`src/bse_pkg.sv`:
```
`default_nettype none
package bse_pkg;

	localparam int DEPTH  = 64;
	localparam int DATA_W = 32;
	localparam int CNT_W  = $clog2(DEPTH + 1);

	typedef enum logic [1:0] {
		ST_LOAD,
		ST_SORT,
		ST_EMIT
	} state_t;

	typedef enum logic [1:0] {
		CM_HOLD,
		CM_LOAD,
		CM_SORT,
		CM_SHIFT
	} cell_mode_t;

	typedef struct packed {
		cell_mode_t               mode;
		logic                     phase;
		logic signed [DATA_W-1:0] data;
	} cell_ctl_t;

endpackage
`default_nettype wire

```
`src/bse_cell.sv`:
```
`default_nettype none
module bse_cell (
	input  wire                               clk,
	input  wire bse_pkg::cell_ctl_t           ctl,
	input  wire                               ld_en,
	input  wire                               pos_odd,
	input  wire                               up_ok,
	input  wire                               dn_ok,
	input  wire signed [bse_pkg::DATA_W-1:0]  up_val,
	input  wire signed [bse_pkg::DATA_W-1:0]  dn_val,
	input  wire                               dn_gt,
	output logic signed [bse_pkg::DATA_W-1:0] val,
	output logic                              gt_up,
	output logic                              swp
);
	import bse_pkg::*;

	logic signed [DATA_W-1:0] val_q;
	logic                     pair_up;

	assign val     = val_q;
	assign gt_up   = val_q > up_val;
	assign pair_up = (pos_odd == ctl.phase);
	assign swp     = (ctl.mode == CM_SORT) && pair_up && up_ok && gt_up;

	always_ff @(posedge clk) begin
		case (ctl.mode)
			CM_LOAD: begin
				if (ld_en) val_q <= ctl.data;
			end
			CM_SORT: begin
				if (pair_up) begin
					if (up_ok && gt_up) val_q <= up_val;
				end else begin
					if (dn_ok && dn_gt) val_q <= dn_val;
				end
			end
			CM_SHIFT: val_q <= up_val;
			default: val_q <= val_q;
		endcase
	end

endmodule
`default_nettype wire

```
`config.mk`:
```
export PLATFORM = sky130hd
export DESIGN_NAME = bse_cell
export DESIGN_NICKNAME = d
export VERILOG_FILES = /design/src/bse_pkg.sv /design/src/bse_cell.sv
export SDC_FILE = /design/constraint.sdc
export NUM_CORES = 1
export LEC_CHECK = 0
export ABC_AREA = 1
export BUFFER_PORTS_ARGS = -buffer_cell sky130_fd_sc_hd__buf_2
export CORE_MARGIN = 5
export CORE_UTILIZATION = 51
export CTS_BUF_LIST = sky130_fd_sc_hd__clkbuf_4 sky130_fd_sc_hd__clkbuf_8
export DETAILED_ROUTE_END_ITERATION = 10
export GPL_ROUTABILITY_DRIVEN = 0
export GPL_TIMING_DRIVEN = 1
export PLACE_DENSITY = 0.93
export SYNTH_ARGS = -nofsm -noshare
export SYNTH_HDL_FRONTEND = slang
export SYNTH_SLANG_ARGS = --single-unit
```
`constraint.sdc`:
```
create_clock -name clk -period 6.38 [get_ports clk]
set_input_delay 0.638 -clock clk [delete_from_list [all_inputs] [get_ports clk]]
set_output_delay 0.638 -clock clk [all_outputs]
set_load 0.02 [all_outputs]
```
==> metrics.cfg <==
[placed_design]
post_dp_cell_area_um2=3410
port_buffers=138
place_hpwl_um=5920

[floorplan]
io_pins=139
core_area_um2=5140
die_y_um=83.1
initial_core_util=0.530
die_x_um=83.1
std_cell_rows=26
die_area_um2=6910

[power]
seq_power_share=0.427
cellPowerDensity_nw_per_um2=183
power.switching_mw=0.218
clockPowerShare=0.218
p_sw_frac=0.341
p_leak_nw=1.80
ir_worst_vdd_v=0.0000982
internal-power_mw=0.421
p_comb_frac=0.355
power.total_mw=0.638

[synth]
synth_cells=304
synthArstFlopShare=0
synth_mux_area_frac=0
synthTopCellsByArea=edfxtp_1, a221oi_2, ha_1
syn_avg_cell_area_um2=8.96
yosysSeqAreaShare=0.353
synth_fa_ha_area_frac=0.147
synthesis.nets=441
synth_seq_cells=32
synth_top_family_by_area=compound AO/OA/AOI/OAI gates
synth_top_area_cell=edfxtp_1
yosys.area.top_type_share=0.353
synth-edff-count=32
synth_compound_area_frac=0.216
netlist_top_cells_count=nor2_1, inv_1, nand2_1
synthFlopType=edfxtp_1
synth-xor-area-share=0
yosys_warnings=0
synth-simple-area-share=0.186
synth.most_common_cell=nor2_1
syn_area_um2=2730
synth_cell_type_count=23

[clock_tree]
ctsHtreeMaxLevel=2
clk_path_buf_depth=2
clkTransAtPathRegs_ns=0.06
cts_root_buf=clkbuf_8
ctsHoldBuffers=0
cts_buffers=5
tritoncts=built
worstSkewPairLatency_ns=0.28
cts_resized=0
post_cts_buffers=0
clkSinkCount=32

[drt]
vias=2613
firstDrtPassIters=5
wl_per_cell_um=14.8
viasPerCell=5.19
ant_nets=0
drt_iter0_markers=105
totalWireLength_um=7450
drc=0

[grt]
grt_start_max_net_pins=35
antenna_found_initial=0
grt_pass1_vias=2762
gr-total-overflow=0
grt_usage=0.211
grt_pass1_wl_um=12200

[worst_setup_path]
slowest_delay_ns=0.87
crit_path_frequent_cell=inv_2
worstPathCellList=buf_2 > inv_2 > nor2_1 > inv_2 > nor2_4 > a21o_1 > a21oi_4
crit_fanout=34
critPathCaptureType=register
worstPathRequired_ns=6.33
crit_family=simple AND/OR/NAND/NOR gates
path_class=primary input to register
path_buf_inv=3
start_kind=primary input
cp.arrival_ns=3.29
crit_slowest_cell=nor2_4

[timing]
clock.fmax_mhz=299
slew-limit-headroom=0.241
hold_viol=0
finalHoldWorstSlack_ns=0.658
clock_skew_ns=0.00340
fin_tns_setup_ns=0
setup_violations=0
slew_violations=0
worst_pin_slew_ns=1.14
min_period_ns=3.34
layout_worst_path_cycle_share=0.524
rsz0062_at_grt=false

[worst_hold_path]
hp-class=primary input to register

[cells_and_area]
n_antenna_cell=0
fin_nets=572
fin_area_um2=3480
largest_register_ffs=32
areaGrowthSynthToFinish_pct=27.7
fillers=443
fin_util=0.677
drive_above_1_share=0.413

[outcome]
outcome=finished, final reports clean

[job]
drv_cap=0

## worst paths after layout
kind                 from       to  slack, ns  depth (start not counted)
setup reg to reg  val[31]  val[10]       3.44                          9
hold / removal    ctl[26]  val[26]       0.66                          3
setup / recovery  ctl[34]  val[10]       3.04                          7
hold reg to reg   val[31]   val[1]       1.36                          4
## worst min-delay path: cells and delay by family
kind / cells / cell delay (ns)
buffers and inverters: 1 / 0.07
AND/OR/NAND/NOR: 2 / 0.11
## power by group through the flow
stage / registers, mW / clock network, mW / logic, mW
final: 0.272 / 0.139 / 0.227
after global routing: 0.275 / 0.148 / 0.255
after floorplan: 0.303 / 0 / 0.115
after CTS: 0.272 / 0.142 / 0.229
after detailed placement: 0.277 / 0 / 0.228
after global placement: 0.276 / 0 / 0.218
## area by class of cell
| cell class | count | area, um^2 | share of cell area |
|---|---|---|---|
| Clock buffer | 5 | 68.8 | 0.0198 |
| Inverter | 44 | 165 | 0.0474 |
| Multi-Input combinational cell | 214 | 1510 | 0.433 |
| Sequential cell | 32 | 961 | 0.276 |
| Tap cell | 70 | 87.6 | 0.0252 |
| Timing Repair Buffer | 138 | 691 | 0.198 |
## cells by family (layout without fill, tap and decap cells)
group	Yosys count	in the layout
buf+inv	58	187
compound gates	54	54
simple gates	128	128
flops	32	32
fa+ha+maj	32	32
## metal layers
metal | track usage | share of wire
met4 | 0.0535 | 0.013
met2 | 0.372 | 0.49
met3 | 0.0733 | 0.10
met5 | 0 | 0
met1 | 0.244 | 0.39
## metrics by stage
stage                     cells  setup slack, ns
final                       503             3.04
after global routing        503             2.80
after CTS                   503             3.03
after detailed placement    498             2.73
after global placement      498             2.88
after floorplan             304             2.71
## placed cells by master (no fill, tap or decap)
master	count
a21oi_1	15
o21ai_0	2
edfxtp_1	32
nor2_4	1
inv_1	42
ha_1	32
a21oi_4	1
a221oi_1	2
nor2_1	76
or2_2	1
inv_2	2
or2_1	1
a221oi_2	30
and3_1	1
clkbuf_8	5
nand2_2	1
nand4_1	3
o21a_1	2
nand3_1	2
buf_2	138
a21o_1	2
nand2_1	42
Power figures use the tool's default switching activity.
